### src/rtl/core/smwd_pkg.sv
// shared types, constants and helpers for the stable weight mode detector
`default_nettype none

package smwd_pkg;

   // field widths fixed by the sample format
   localparam int unsigned SAMPLE_W = 32;
   localparam int unsigned TOL_W    = 16;
   localparam int unsigned DIFF_W   = SAMPLE_W + 1;

   // defaults and reset values
   localparam int unsigned BATCH_SIZE_DEF = 10;
   localparam logic [TOL_W-1:0] TOL_RESET = 16'd10;
   localparam logic signed [SAMPLE_W-1:0] LAST_RESET = -32'sd100000;

   // controller states
   typedef enum logic [2:0] {
      ST_IDLE,
      ST_PIV,
      ST_PIVW,
      ST_CMP,
      ST_DECIDE,
      ST_OUT
   } state_type;

   // result handed from the controller to the output register
   typedef struct packed {
      logic                       valid;
      logic signed [SAMPLE_W-1:0] weight;
      logic                       empty;
   } res_type;

   // exact magnitude of a - b at one extra bit
   function automatic logic [DIFF_W-1:0] abs_diff(
      input logic signed [SAMPLE_W-1:0] a,
      input logic signed [SAMPLE_W-1:0] b
   );
      logic [DIFF_W-1:0] d;
      d = {a[SAMPLE_W-1], a} - {b[SAMPLE_W-1], b};
      return d[DIFF_W-1] ? (~d + DIFF_W'(1)) : d;
   endfunction

endpackage

`default_nettype wire

### src/rtl/core/smwd_if.sv
// valid/ready channel interfaces for samples and reports
`default_nettype none

interface smwd_req_if;
   logic                                 valid;
   logic                                 ready;
   logic signed [smwd_pkg::SAMPLE_W-1:0] weight_sample;

   modport source (output valid, output weight_sample, input ready);
   modport sink   (input valid, input weight_sample, output ready);
endinterface

interface smwd_rsp_if;
   logic                                 valid;
   logic                                 ready;
   logic signed [smwd_pkg::SAMPLE_W-1:0] reported_weight;
   logic                                 scale_empty;

   modport source (output valid, output reported_weight, output scale_empty, input ready);
   modport sink   (input valid, input reported_weight, input scale_empty, output ready);
endinterface

`default_nettype wire

### src/rtl/core/stable_weight_mode_detector.sv
// top level: stable weight reporting from load-cell samples
//
//  channel   dir  handshake      payload
//  req_ch    in   valid/ready    weight_sample      (s32, value x 100000)
//  rsp_ch    out  valid/ready    reported_weight    (s32), scale_empty (1)
//  csr_*     in   wr_en only     csr_wr_data        (u16 match tolerance)
//
// a nonzero sample that does not fill the batch, or a zero that does not report, leaves
// the block idle and ready for the next sample; a zero that reports waits for the output
// register to take it. the sample that fills the batch starts a scan with one store read
// per cycle through the one read port; no new sample is taken until the scan has finished.
// reset is synchronous; the tolerance returns to 10 and the last report to -1.0.
// one beat held in the output register does not block intake; a second result holds
// the input off until the output register frees up.
`default_nettype none

module stable_weight_mode_detector #(
   parameter int unsigned BATCH_SIZE = smwd_pkg::BATCH_SIZE_DEF
) (
   input  wire logic                           clock,
   input  wire logic                           reset,
   smwd_req_if.sink                            req_ch,
   smwd_rsp_if.source                          rsp_ch,
   input  wire logic                           csr_wr_en,
   input  wire logic [smwd_pkg::TOL_W-1:0]     csr_wr_data
);

   localparam int unsigned AW = $clog2(BATCH_SIZE);

   logic [smwd_pkg::TOL_W-1:0]           tol_ff;
   logic                                 rsp_valid_ff, rsp_valid_in;
   logic signed [smwd_pkg::SAMPLE_W-1:0] rsp_weight_ff, rsp_weight_in;
   logic                                 rsp_empty_ff, rsp_empty_in;
   logic                                 rsp_free;
   smwd_pkg::res_type                    res;
   logic                                 mem_we;
   logic [AW-1:0]                        mem_waddr;
   logic signed [smwd_pkg::SAMPLE_W-1:0] mem_wdata;
   logic [AW-1:0]                        mem_raddr;
   logic signed [smwd_pkg::SAMPLE_W-1:0] mem_rdata;

   // tolerance register
   always_ff @(posedge clock) begin
      if (reset) begin
         tol_ff <= smwd_pkg::TOL_RESET;
      end else if (csr_wr_en) begin
         tol_ff <= csr_wr_data;
      end
   end

   // output register, refilled as the held beat leaves
   assign rsp_free = !rsp_valid_ff || rsp_ch.ready;

   always_comb begin
      rsp_valid_in  = rsp_valid_ff;
      rsp_weight_in = rsp_weight_ff;
      rsp_empty_in  = rsp_empty_ff;
      if (rsp_free) begin
         rsp_valid_in  = res.valid;
         rsp_weight_in = res.weight;
         rsp_empty_in  = res.empty;
      end
   end

   always_ff @(posedge clock) begin
      if (reset) begin
         rsp_valid_ff <= 1'b0;
      end else begin
         rsp_valid_ff <= rsp_valid_in;
      end
   end

   always_ff @(posedge clock) begin
      rsp_weight_ff <= rsp_weight_in;
      rsp_empty_ff  <= rsp_empty_in;
   end

   assign rsp_ch.valid           = rsp_valid_ff;
   assign rsp_ch.reported_weight = rsp_weight_ff;
   assign rsp_ch.scale_empty     = rsp_empty_ff;

   // sample store
   smwd_sample_mem #(
      .DEPTH (BATCH_SIZE)
   ) u_mem (
      .clock (clock),
      .we    (mem_we),
      .waddr (mem_waddr),
      .wdata (mem_wdata),
      .raddr (mem_raddr),
      .rdata (mem_rdata)
   );

   // batch and scan control
   smwd_ctrl #(
      .BATCH_SIZE (BATCH_SIZE)
   ) u_ctrl (
      .clock      (clock),
      .reset      (reset),
      .req_valid  (req_ch.valid),
      .req_ready  (req_ch.ready),
      .req_sample (req_ch.weight_sample),
      .tol        (tol_ff),
      .rsp_free   (rsp_free),
      .res        (res),
      .mem_we     (mem_we),
      .mem_waddr  (mem_waddr),
      .mem_wdata  (mem_wdata),
      .mem_raddr  (mem_raddr),
      .mem_rdata  (mem_rdata)
   );

endmodule

`default_nettype wire

### src/rtl/core/smwd_sample_mem.sv
// sample store: one write port, one read port, registered read data
`default_nettype none

module smwd_sample_mem #(
   parameter int unsigned DEPTH = smwd_pkg::BATCH_SIZE_DEF,
   localparam int unsigned AW   = $clog2(DEPTH)
) (
   input  wire logic                                 clock,
   input  wire logic                                 we,
   input  wire logic [AW-1:0]                        waddr,
   input  wire logic signed [smwd_pkg::SAMPLE_W-1:0] wdata,
   input  wire logic [AW-1:0]                        raddr,
   output      logic signed [smwd_pkg::SAMPLE_W-1:0] rdata
);

   logic signed [smwd_pkg::SAMPLE_W-1:0] mem [DEPTH];
   logic signed [smwd_pkg::SAMPLE_W-1:0] rdata_ff;

   // write port
   always_ff @(posedge clock) begin
      if (we) begin
         mem[waddr] <= wdata;
      end
   end

   // read port, read data registered
   always_ff @(posedge clock) begin
      rdata_ff <= mem[raddr];
   end

   assign rdata = rdata_ff;

endmodule

`default_nettype wire

### src/rtl/core/smwd_ctrl.sv
// batch gathering, pairwise mode scan over the store, and report decision
`default_nettype none

module smwd_ctrl #(
   parameter int unsigned BATCH_SIZE = smwd_pkg::BATCH_SIZE_DEF,
   localparam int unsigned AW        = $clog2(BATCH_SIZE),
   localparam int unsigned CW        = $clog2(BATCH_SIZE + 1)
) (
   input  wire logic                                 clock,
   input  wire logic                                 reset,
   input  wire logic                                 req_valid,
   output      logic                                 req_ready,
   input  wire logic signed [smwd_pkg::SAMPLE_W-1:0] req_sample,
   input  wire logic [smwd_pkg::TOL_W-1:0]           tol,
   input  wire logic                                 rsp_free,
   output      smwd_pkg::res_type                    res,
   output      logic                                 mem_we,
   output      logic [AW-1:0]                        mem_waddr,
   output      logic signed [smwd_pkg::SAMPLE_W-1:0] mem_wdata,
   output      logic [AW-1:0]                        mem_raddr,
   input  wire logic signed [smwd_pkg::SAMPLE_W-1:0] mem_rdata
);

   localparam logic [AW-1:0] LAST_IDX = AW'(BATCH_SIZE - 1);
   localparam logic [AW-1:0] LAST_PIV = AW'(BATCH_SIZE - 2);

   smwd_pkg::state_type state_ff, state_in;
   logic [AW-1:0] held_ff, held_in;
   logic [AW-1:0] i_ff, i_in;
   logic [AW-1:0] j_ff, j_in;
   logic [CW-1:0] cnt_ff, cnt_in;
   logic [CW-1:0] best_cnt_ff, best_cnt_in;
   logic signed [smwd_pkg::SAMPLE_W-1:0] pivot_ff, pivot_in;
   logic signed [smwd_pkg::SAMPLE_W-1:0] best_ff, best_in;
   logic signed [smwd_pkg::SAMPLE_W-1:0] last_ff, last_in;
   logic signed [smwd_pkg::SAMPLE_W-1:0] res_weight_ff, res_weight_in;
   logic res_empty_ff, res_empty_in;

   logic                            accept;
   logic                            match;
   logic [CW-1:0]                   cnt_sum;
   logic [smwd_pkg::DIFF_W-1:0]     tol_ext;

   assign tol_ext = smwd_pkg::DIFF_W'(tol);
   assign accept  = req_valid && req_ready;

   // pairwise compare of the pivot against the entry just read
   assign match   = smwd_pkg::abs_diff(pivot_ff, mem_rdata) < tol_ext;
   assign cnt_sum = cnt_ff + CW'(match);

   // control registers
   always_ff @(posedge clock) begin
      if (reset) begin
         state_ff    <= smwd_pkg::ST_IDLE;
         held_ff     <= '0;
         last_ff     <= smwd_pkg::LAST_RESET;
      end else begin
         state_ff    <= state_in;
         held_ff     <= held_in;
         last_ff     <= last_in;
      end
   end

   // scan datapath registers
   always_ff @(posedge clock) begin
      i_ff          <= i_in;
      j_ff          <= j_in;
      cnt_ff        <= cnt_in;
      best_cnt_ff   <= best_cnt_in;
      pivot_ff      <= pivot_in;
      best_ff       <= best_in;
      res_weight_ff <= res_weight_in;
      res_empty_ff  <= res_empty_in;
   end

   // next state and outputs
   always_comb begin
      state_in      = state_ff;
      held_in       = held_ff;
      last_in       = last_ff;
      i_in          = i_ff;
      j_in          = j_ff;
      cnt_in        = cnt_ff;
      best_cnt_in   = best_cnt_ff;
      pivot_in      = pivot_ff;
      best_in       = best_ff;
      res_weight_in = res_weight_ff;
      res_empty_in  = res_empty_ff;
      req_ready     = 1'b0;
      mem_we        = 1'b0;
      mem_waddr     = held_ff;
      mem_wdata     = req_sample;
      mem_raddr     = i_ff;
      res.valid     = 1'b0;
      res.weight    = res_weight_ff;
      res.empty     = res_empty_ff;

      case (state_ff)
         smwd_pkg::ST_IDLE: begin
            req_ready = 1'b1;
            if (accept) begin
               if (req_sample == '0) begin
                  // zero clears the batch, reports once
                  held_in = '0;
                  if (last_ff != '0) begin
                     last_in       = '0;
                     res_weight_in = '0;
                     res_empty_in  = 1'b1;
                     state_in      = smwd_pkg::ST_OUT;
                  end
               end else begin
                  mem_we = 1'b1;
                  if (held_ff == LAST_IDX) begin
                     held_in     = '0;
                     i_in        = '0;
                     best_cnt_in = '0;
                     state_in    = smwd_pkg::ST_PIV;
                  end else begin
                     held_in = held_ff + AW'(1);
                  end
               end
            end
         end
         smwd_pkg::ST_PIV: begin
            // read of the first pivot issued at i
            state_in = smwd_pkg::ST_PIVW;
         end
         smwd_pkg::ST_PIVW: begin
            pivot_in  = mem_rdata;
            cnt_in    = CW'(1);
            j_in      = i_ff + AW'(1);
            mem_raddr = i_ff + AW'(1);
            state_in  = smwd_pkg::ST_CMP;
         end
         smwd_pkg::ST_CMP: begin
            if (j_ff != LAST_IDX) begin
               cnt_in    = cnt_sum;
               j_in      = j_ff + AW'(1);
               mem_raddr = j_ff + AW'(1);
            end else begin
               // pivot done: keep the first strictly greatest count
               if (cnt_sum > best_cnt_ff) begin
                  best_cnt_in = cnt_sum;
                  best_in     = pivot_ff;
               end
               i_in      = i_ff + AW'(1);
               mem_raddr = i_ff + AW'(1);
               state_in  = (i_ff == LAST_PIV) ? smwd_pkg::ST_DECIDE : smwd_pkg::ST_PIVW;
            end
         end
         smwd_pkg::ST_DECIDE: begin
            // the last sample alone can never beat the first, so it is skipped
            if (smwd_pkg::abs_diff(best_ff, last_ff) > tol_ext) begin
               last_in       = best_ff;
               res_weight_in = best_ff;
               res_empty_in  = 1'b0;
               state_in      = smwd_pkg::ST_OUT;
            end else begin
               state_in = smwd_pkg::ST_IDLE;
            end
         end
         smwd_pkg::ST_OUT: begin
            res.valid = 1'b1;
            if (rsp_free) begin
               state_in = smwd_pkg::ST_IDLE;
            end
         end
         default: begin
            state_in = smwd_pkg::ST_IDLE;
         end
      endcase
   end

`ifndef NO_ASSERTIONS
   // fill count never reaches the batch size
   a_held_range: assert property (@(posedge clock) disable iff (reset)
      held_ff <= LAST_IDX)
      else $error("fill count out of range");

   // a zero sample always empties the batch
   a_zero_clears: assert property (@(posedge clock) disable iff (reset)
      (accept && req_sample == '0) |=> held_ff == '0)
      else $error("zero sample did not clear batch");

   // a pending result always matches the last reported value
   a_res_last: assert property (@(posedge clock) disable iff (reset)
      res.valid |-> last_ff == res_weight_ff)
      else $error("pending result differs from last reported");

   // compare index stays ahead of the pivot
   a_scan_order: assert property (@(posedge clock) disable iff (reset)
      state_ff == smwd_pkg::ST_CMP |-> j_ff > i_ff)
      else $error("scan index not past pivot");
`endif

endmodule

`default_nettype wire

### src/flat_wrapper.sv
// flat-port wrapper written by rule: the top's interface ports become plain ports
module stable_weight_mode_detector_flat 
#(
   parameter int unsigned BATCH_SIZE = smwd_pkg::BATCH_SIZE_DEF
)
  (clock, reset, csr_wr_en, csr_wr_data, req_ch_valid, req_ch_weight_sample, req_ch_ready, rsp_ch_valid, rsp_ch_reported_weight, rsp_ch_scale_empty, rsp_ch_ready);
  smwd_req_if req_ch_i ();
  smwd_rsp_if rsp_ch_i ();
  input  wire logic clock;
  input  wire logic reset;
  input  wire logic csr_wr_en;
  input  wire logic [smwd_pkg::TOL_W-1:0] csr_wr_data;
  input wire logic [$bits(req_ch_i.valid)-1:0] req_ch_valid;
  input wire logic [$bits(req_ch_i.weight_sample)-1:0] req_ch_weight_sample;
  output wire logic [$bits(req_ch_i.ready)-1:0] req_ch_ready;
  output wire logic [$bits(rsp_ch_i.valid)-1:0] rsp_ch_valid;
  output wire logic [$bits(rsp_ch_i.reported_weight)-1:0] rsp_ch_reported_weight;
  output wire logic [$bits(rsp_ch_i.scale_empty)-1:0] rsp_ch_scale_empty;
  input wire logic [$bits(rsp_ch_i.ready)-1:0] rsp_ch_ready;
  assign req_ch_i.valid = req_ch_valid;
  assign req_ch_i.weight_sample = req_ch_weight_sample;
  assign req_ch_ready = req_ch_i.ready;
  assign rsp_ch_valid = rsp_ch_i.valid;
  assign rsp_ch_reported_weight = rsp_ch_i.reported_weight;
  assign rsp_ch_scale_empty = rsp_ch_i.scale_empty;
  assign rsp_ch_i.ready = rsp_ch_ready;
  stable_weight_mode_detector #(.BATCH_SIZE(BATCH_SIZE)) u_core (.clock(clock), .reset(reset), .req_ch(req_ch_i), .rsp_ch(rsp_ch_i), .csr_wr_en(csr_wr_en), .csr_wr_data(csr_wr_data));
endmodule
### config.mk
export PLATFORM = sky130hd
export DESIGN_NAME = stable_weight_mode_detector_flat
export DESIGN_NICKNAME = d
export VERILOG_FILES = /design/src/rtl/core/smwd_pkg.sv /design/src/rtl/core/smwd_if.sv /design/src/rtl/core/stable_weight_mode_detector.sv /design/src/rtl/core/smwd_sample_mem.sv /design/src/rtl/core/smwd_ctrl.sv /design/src/flat_wrapper.sv
export SDC_FILE = /design/constraint.sdc
export NUM_CORES = 1
export LEC_CHECK = 0
export BUFFER_PORTS_ARGS = -buffer_cell sky130_fd_sc_hd__buf_4
export CAP_MARGIN = 20
export CORE_MARGIN = 2
export CORE_UTILIZATION = 55
export DETAILED_ROUTE_END_ITERATION = 10
export PLACE_DENSITY_LB_ADDON = 0.1
export SLEW_MARGIN = 20
export SYNTH_ARGS = -nofsm -noshare
export SYNTH_HDL_FRONTEND = slang
export SYNTH_HIERARCHICAL = 1
export SYNTH_SLANG_ARGS = --single-unit
### constraint.sdc
create_clock -name clock -period 22 [get_ports clock]
set_input_delay 2.2 -clock clock [delete_from_list [all_inputs] [get_ports clock]]
set_output_delay 2.2 -clock clock [all_outputs]
set_load 0.05 [all_outputs]
======== Word-level counts from Yosys, hierarchy flattened ========
Memories as Yosys holds them, arrays and structs flattened. A register that Yosys moved wholly into a read port is not among the register bits.
Cells that the tools add are included.
word-level totals
  bits in registers ....................... 202
  RAM bits ................................ 320
  input port bits ......................... 53
  output and inout bits ................... 35
  word-level logic and storage cells ...... 110
  memories ................................ 1
operators by class
  add/sub/neg operators ................... 8
  magnitude comparators ................... 3
  equal/unequal tests ..................... 20
  multiplexer cells ....................... 44
  bitwise gates (word level) .............. 3
  reduce and logical (&&, ||, !) cells .... 16
memory list
  name              words  width  rd ports  clocked after Yosys merged registers in  wr ports  RTL line               text
  u_core.u_mem.mem  10     32     1         1                                        1         smwd_sample_mem.sv:16  logic signed [smwd_pkg::SAMPLE_W-1:0] mem [DEPTH];
operators by type and width
  cell                   count
  $mux 32                4
  $add 33x1->33 const B  2
  $mux 33                2
  $not 33->33            2
  $sub 32x32->33         2
  $pmux 32 s2            1
  $mux 4                 11
  $pmux 4 s2             5
  $gt 33x16->1           1
  $lt 33x16->1           1
  $logic_not 32->1       1
  $reduce_bool 32->1     1
  $mux 3                 8
  $ne 2x2->1 const B     9
  $pmux 3 s6             1
  $reduce_and 5->1       3
  $add 4x1->4 const B    3
  $mux 1                 11
  $eq 4x4->1 const B     2
  $eq 3x2->1 const B     2
  $eq 3x3->1 const B     2
  $ne 3x3->1 const B     2
  $reduce_and 6->1       1
  $reduce_bool 2->1      3
  other kinds (13)       14

======== Depth between registers and ports, before layout ========
  depth after elaboration ................. 10
  gate-level depth with buffers ........... 35
  gate-level depth less buffers ........... 33

======== Hierarchy ========
Netlist, hierarchy kept.
by module, submodules not included
  module                       instances  cells an instance  area each (um^2)  sequential area each (um^2)
  smwd_ctrl                    1          1,621              13,574.3          4,174.0
  smwd_sample_mem              1          698                13,290.2          10,249.8
  stable_weight_mode_detector  1          89                 1,610.3           1,331.3

======== Worst setup path after synthesis ========
Ideal clock, no wire load.
  path kind ............................... reg-to-reg
  start ................................... reg u_core/u_ctrl/pivot_ff[10] (netlist bit)
  end ..................................... reg u_core/u_ctrl/best_ff[0] (netlist bit), enable pin
  library setup time ...................... 0.421 ns
  arrival time ............................ 7.496 ns
  data required time ...................... 21.579 ns
  path slack .............................. 14.083 ns
  stages on the path, launching flop included .. 34
  path buffers ............................ 3
  period minus slack after synthesis ...... 7.917 ns
  cells stage by stage .................... edfxtp_1 -> ha_1 -> clkbuf_1 -> and4_1 -> a31o_2 -> o21ai_0 -> a21boi_0 -> o31ai_1 -> a2bb2oi_1 -> clkbuf_1 -> clkbuf_1 -> nand2_1 -> o21ai_0 -> ha_1 -> a21boi_0 -> o21a_1 -> o21ai_0 -> a21oi_1 -> nor4_1 -> o211ai_1 -> o41a_1 -> a221oi_1 -> o211ai_1 -> a21oi_1 -> o2111ai_1 -> nor4bb_1 -> ha_1 -> ha_1 -> ha_1 -> nor2b_1 -> o21a_1 -> o21a_1 -> o21ai_0 -> nor2_1
on the way
  cells in the longest elaborated chain, start to end .. 8
ends and longest elaborated chain
  item                          RTL line          text
  from (decl)                   smwd_ctrl.sv:33   logic signed [smwd_pkg::SAMPLE_W-1:0] pivot_ff, pivot_in;
  from (signal assigned)        smwd_ctrl.sv:70   pivot_ff <= pivot_in;
  $sub 32x32->33 *              smwd_pkg.sv:39    d = {a[SAMPLE_W-1], a} - {b[SAMPLE_W-1], b};
  $not 33->33                   smwd_pkg.sv:40    return d[DIFF_W-1] ? (~d + DIFF_W'(1)) : d;
  $add 33x1->33                 smwd_pkg.sv:40
  $mux 33 *                     smwd_pkg.sv:40
  $lt 33x16->1 *                smwd_ctrl.sv:48   assign match = smwd_pkg::abs_diff(pivot_ff, mem_rdata) < tol_ext;
  $add 4x1->4 *                 smwd_ctrl.sv:49   assign cnt_sum = cnt_ff + CW'(match);
  net u_core.u_ctrl.cnt_sum[1]  smwd_ctrl.sv:41   logic [CW-1:0] cnt_sum;
  $gt 4x4->1 *                  smwd_ctrl.sv:142  if (cnt_sum > best_cnt_ff) begin
  $reduce_and 3->1 (no line) *  --
  to (signal assigned)          smwd_ctrl.sv:71   best_ff <= best_in;
  to (decl)                     smwd_ctrl.sv:34   logic signed [smwd_pkg::SAMPLE_W-1:0] best_ff, best_in;
Mark *: on every way through the listed nets, which the timed path passes. The rest lies on a longest branch.
A chain may end at the register's enable or synchronous reset.

======== Final worst setup path ========
  start ................................... reg u_core/u_ctrl/pivot_ff[0] (netlist bit)
  end ..................................... reg u_core/u_ctrl/best_ff[27] (netlist bit), enable pin
The elaborated chain is that of the path after synthesis.

==> parameters.txt <==
Parameter                              Value

Yosys
  Synthesized Nets    2572
  Yosys Warn Count    6
  Number of distinct library cells after synthesis    97
  Fraction of registers with async set or reset after synthesis    0%
  Total of flip-flops plus latches after synthesis    554
  Number of enable-type register cells in the synthesized netlist    466
  Sequential share of the synthesized area    55.33%
  Total standard cell area after synthesis    0.02847 sq mm
  Top flip-flop cell by instance count after synthesis    sky130_fd_sc_hd__edfxtp_1
  Average cell area after synthesis    11.83 sq um
  Gate count after technology mapping    2408

Timing
  Post-Route Setup TNS    0 ns
  Setup Viol. Count Final    0
  Min cycle time layout    8.180 ns
  Actual transition at the worst max-transition pin    1.079 ns
  Final worst-path setup slack    13.82 ns
  Final hold vios    0
  Number of max-slew violations in the final report    0
  Max Clock Freq    0.1222 GHz
  Fraction of the cycle the final worst path needs    37.18%
  Clock tree skew after final layout    0.01618 ns
  RSZ-0062 raised after global routing    no
  Rel. slew slack    27.16%

Pwr
  Peak ir drop on the vdd network    77.88 uV
  Leakage power of the design    0.01184 uW
  Areal power density over the cells    80.33 mW/mm^2
  Power, Total    2525 uW

Placed design
  Setup Slack @ Placement    13.81 ns
  HPWL after detailed placement    46030 um
  IO buf count    87
  Post-place instance area    0.02949 sq mm
  Routability congestion estimate from global placement    0.9233

Worst setup path
  Critical Path AT    8.49 ns
  Reg2reg end    u_core/u_ctrl/best_ff[27]$_DFFE_PP_
  Number of buffers and inverters on the critical path    3
  Worst setup SP type    flop
  Top Family by Delay on Critical Path    compound AO/OA/AOI/OAI gates
  Reg-to-reg setup timing slack    13.82 ns
  Sort of element at the end of the critical path    flop
  CP required    22.31 ns
  Worst reg2reg path depth    34
  Most frequent cell on the critical path    sky130_fd_sc_hd__ha_1
  Delay of the slowest critical-path stage    0.65 ns
  Type of the worst setup path    flop to flop
  CP max-delay cell    sky130_fd_sc_hd__nor4bb_1
  Startpoint of the worst-slack reg-to-reg timing path    u_core/u_ctrl/pivot_ff[0]$_DFFE_PP_
  Largest fanout on the critical path    32

Global route
  Grt total ovfl    0
  Via count of the first global-routing pass    19006
  Met3 track utilization from global routing    3.162%
  Met2 layer usage reported by global route    42.88%
  Pin count of the biggest net entering global routing    65
  Global-route total usage across every layer    25.35%
  Number of antenna violations at the first check in global routing    1
  Met1 Resource Use GR    33.97%
  Routing layer with the top usage in global route    met2
  Wire length of the first global-routing pass    106300 um

Die
  Number of placed I/O pins    88
  Area of the die    0.05361 sq mm
  Width of the chip    231.5 um
  Initial core utilization    55.62%
  Std cell rows    83
  Core area    0.05120 sq mm
  Overall die height    231.5 um

Clocking
  Cts-stage hold buffer count    0
  Post-CTS Repair Setup Buffers    0
  Num CTS Buffers    57
  # clock sinks    554
  Clock Latency Late Sink    0.62 ns
  CTS tree    yes
  Clock Tree Root    sky130_fd_sc_hd__clkbuf_16
  Buffer depth of the longest clock path    3
  Clock edge transition at the registers on the reported setup and hold paths    0.06 ns
  Number of H-tree levels    2
  Post-cts sizing count    0

Job
  Number of max-capacitance violations reported    0

Finish
  Share of post-route cells with drive strength above 1    15.51%
  Final-stage net count    2599
  Sequential cell area    0.01576 sq mm
  Final std cell area, no fill    0.03143 sq mm
  Number of filler instances in the final layout    4059
  Area grow syn2layout    10.37%
  Final core utilization    61.38%
  Ant. Diodes    0
  Area used by multi-input combinational logic    0.01149 sq mm

Worst hold path
  Cell count of the worst hold path    0
  Start point of the worst hold path    u_core/u_ctrl/res_weight_ff[2]$_DFFE_PP_
  Path category of the worst min-delay check    flop to flop
  Endpoint of the worst hold path    u_core/rsp_ch.reported_weight[2]$_DFFE_PP_

Drt
  Final Routed Wirelength    68190 um
  DRC marker count from the first detailed-route iteration    1403
  DRC errors left    0
  Average wire per standard cell    21.56 um
  Length of the first detailed-routing pass in iterations    5
  Post-route ant nets    0
  Via density per instance    6.147
  Routed via count    19442

Status
  Status    complete, no violations
==> placed cells by master, fill, tap and decap left out, types with 32 or more instances in the layout <==
master,count
sky130_fd_sc_hd__a31oi_1,36
sky130_fd_sc_hd__o22ai_1,34
sky130_fd_sc_hd__nand2_1,155
sky130_fd_sc_hd__inv_1,136
sky130_fd_sc_hd__a21o_1,32
sky130_fd_sc_hd__a22o_1,33
sky130_fd_sc_hd__a21oi_1,112
sky130_fd_sc_hd__clkbuf_16,58
sky130_fd_sc_hd__o211ai_1,42
sky130_fd_sc_hd__nand4_1,53
sky130_fd_sc_hd__o31ai_2,33
sky130_fd_sc_hd__nand3_1,50
sky130_fd_sc_hd__mux2i_1,96
sky130_fd_sc_hd__o21ai_0,81
sky130_fd_sc_hd__buf_4,117
sky130_fd_sc_hd__nor2_1,130
sky130_fd_sc_hd__mux2_2,93
sky130_fd_sc_hd__edfxtp_1,466
sky130_fd_sc_hd__ha_1,109
sky130_fd_sc_hd__nor3_1,40
sky130_fd_sc_hd__dfxtp_1,88
sky130_fd_sc_hd__xnor2_1,52
==> cell type report <==
type / instances / area share (%)
clock buffer: 70 / 4.857
clock inverter: 37 / 1.306
inverter: 137 / 1.636
multi-input combinational: 1568 / 36.56
sequential: 554 / 50.13
tap: 680 / 2.707
timing repair buffer: 117 / 2.795
==> metrics by stage <==
step / instances / hold WS, ns
3_3_place_gp: 3056 / 0.4042
5_1_grt: 3163 / 0.4212
6_report: 3163 / 0.4171
3_5_place_dp: 3056 / 0.4045
4_1_cts: 3163 / 0.4192
2_1_floorplan: 2408 / 0.4003
==> routing by layer <==
metal / vias up / part of all wire (%)
li1: 9172 / -
met1: 9585 / 43
met2: 571 / 49
met4: 0 / 2.7
met3: 114 / 5.1
met5: - / 0
==> state kept, by name (all words and copies together) (netlist names) <==
signal,cells
u_core/u_ctrl/res_empty_ff,1
u_core/u_ctrl/res_weight_ff,32
u_core/tol_ff,16
u_core/u_ctrl/state_ff,3
u_core/u_ctrl/best_ff,32
u_core/u_ctrl/pivot_ff,32
u_core/u_ctrl/best_cnt_ff,4
u_core/u_ctrl/i_ff,4
u_core/rsp_ch.valid,1
u_core/rsp_ch.scale_empty,1
u_core/u_ctrl/j_ff,4
u_core/u_ctrl/mem_waddr,4
u_core/u_mem/rdata,32
u_core/rsp_ch.reported_weight,32
u_core/u_ctrl/cnt_ff,4
u_core/u_mem/mem,320
u_core/u_ctrl/last_ff,32
==> logic make-up after synthesis <==
logic type,count (synthesis),share of synthesized area [%]
fa+ha+maj,111,4.930
flops,554,55.33
xor+xnor,74,2.276
simple gates,619,11.10
mux,195,7.290
compound gates,569,14.37
buf+inv,286,4.702
==> worst max path at each step <==
stage                                         startpoint                             endpoint  cells after the start
floorplan           u_core/u_ctrl/pivot_ff[10]$_DFFE_PP_   u_core/u_ctrl/best_ff[0]$_DFFE_PP_                     33
global placement     u_core/u_ctrl/pivot_ff[0]$_DFFE_PP_  u_core/u_ctrl/best_ff[30]$_DFFE_PP_                     35
detailed placement   u_core/u_ctrl/pivot_ff[0]$_DFFE_PP_  u_core/u_ctrl/best_ff[27]$_DFFE_PP_                     34
CTS                  u_core/u_ctrl/pivot_ff[0]$_DFFE_PP_  u_core/u_ctrl/best_ff[27]$_DFFE_PP_                     34
global route         u_core/u_ctrl/pivot_ff[0]$_DFFE_PP_  u_core/u_ctrl/best_ff[27]$_DFFE_PP_                     34
finish               u_core/u_ctrl/pivot_ff[0]$_DFFE_PP_  u_core/u_ctrl/best_ff[27]$_DFFE_PP_                     34
==> synthesized netlist by cell type (9+ instances only) <==
cell	instances	area, sq um
sky130_fd_sc_hd__a211oi_1	15	112.6
sky130_fd_sc_hd__o21ai_0	82	410.4
sky130_fd_sc_hd__xor2_1	22	192.7
sky130_fd_sc_hd__a21o_1	32	240.2
sky130_fd_sc_hd__nand4_1	53	331.6
sky130_fd_sc_hd__nor3_1	43	215.2
sky130_fd_sc_hd__a22o_1	33	289.0
sky130_fd_sc_hd__a21oi_1	113	565.5
sky130_fd_sc_hd__xnor2_1	52	455.4
sky130_fd_sc_hd__buf_4	39	292.8
sky130_fd_sc_hd__dfxtp_1	88	1762
sky130_fd_sc_hd__buf_2	28	140.1
sky130_fd_sc_hd__inv_1	136	510.5
sky130_fd_sc_hd__o211ai_1	42	315.3
sky130_fd_sc_hd__nor2b_1	15	93.84
sky130_fd_sc_hd__nand3b_1	9	67.56
sky130_fd_sc_hd__nand2_1	156	585.6
sky130_fd_sc_hd__and2_1	17	106.4
sky130_fd_sc_hd__or2_2	12	75.07
sky130_fd_sc_hd__nor2_1	140	525.5
sky130_fd_sc_hd__nand3_1	50	250.2
sky130_fd_sc_hd__nor4_1	25	156.4
sky130_fd_sc_hd__o21a_1	25	187.7
sky130_fd_sc_hd__edfxtp_1	466	13990
sky130_fd_sc_hd__clkbuf_1	69	259.0
sky130_fd_sc_hd__mux2i_1	96	960.9
sky130_fd_sc_hd__nand2b_1	25	156.4
sky130_fd_sc_hd__o31ai_2	32	400.4
sky130_fd_sc_hd__a211o_1	9	78.83
sky130_fd_sc_hd__and3_1	23	143.9
sky130_fd_sc_hd__o2111ai_1	10	87.58
sky130_fd_sc_hd__mux2_2	93	1047
sky130_fd_sc_hd__o22ai_1	34	212.7
sky130_fd_sc_hd__o31ai_1	14	105.1
sky130_fd_sc_hd__or3_1	19	118.9
sky130_fd_sc_hd__a31oi_1	36	225.2
sky130_fd_sc_hd__ha_1	109	1364
==> power by group <==
group	total [uW]	internal, uW	switching, uW
registers	1190	1170	15.0
logic	357	140	218
clock network	980	577	403
Power figures use the tool's default switching activity.
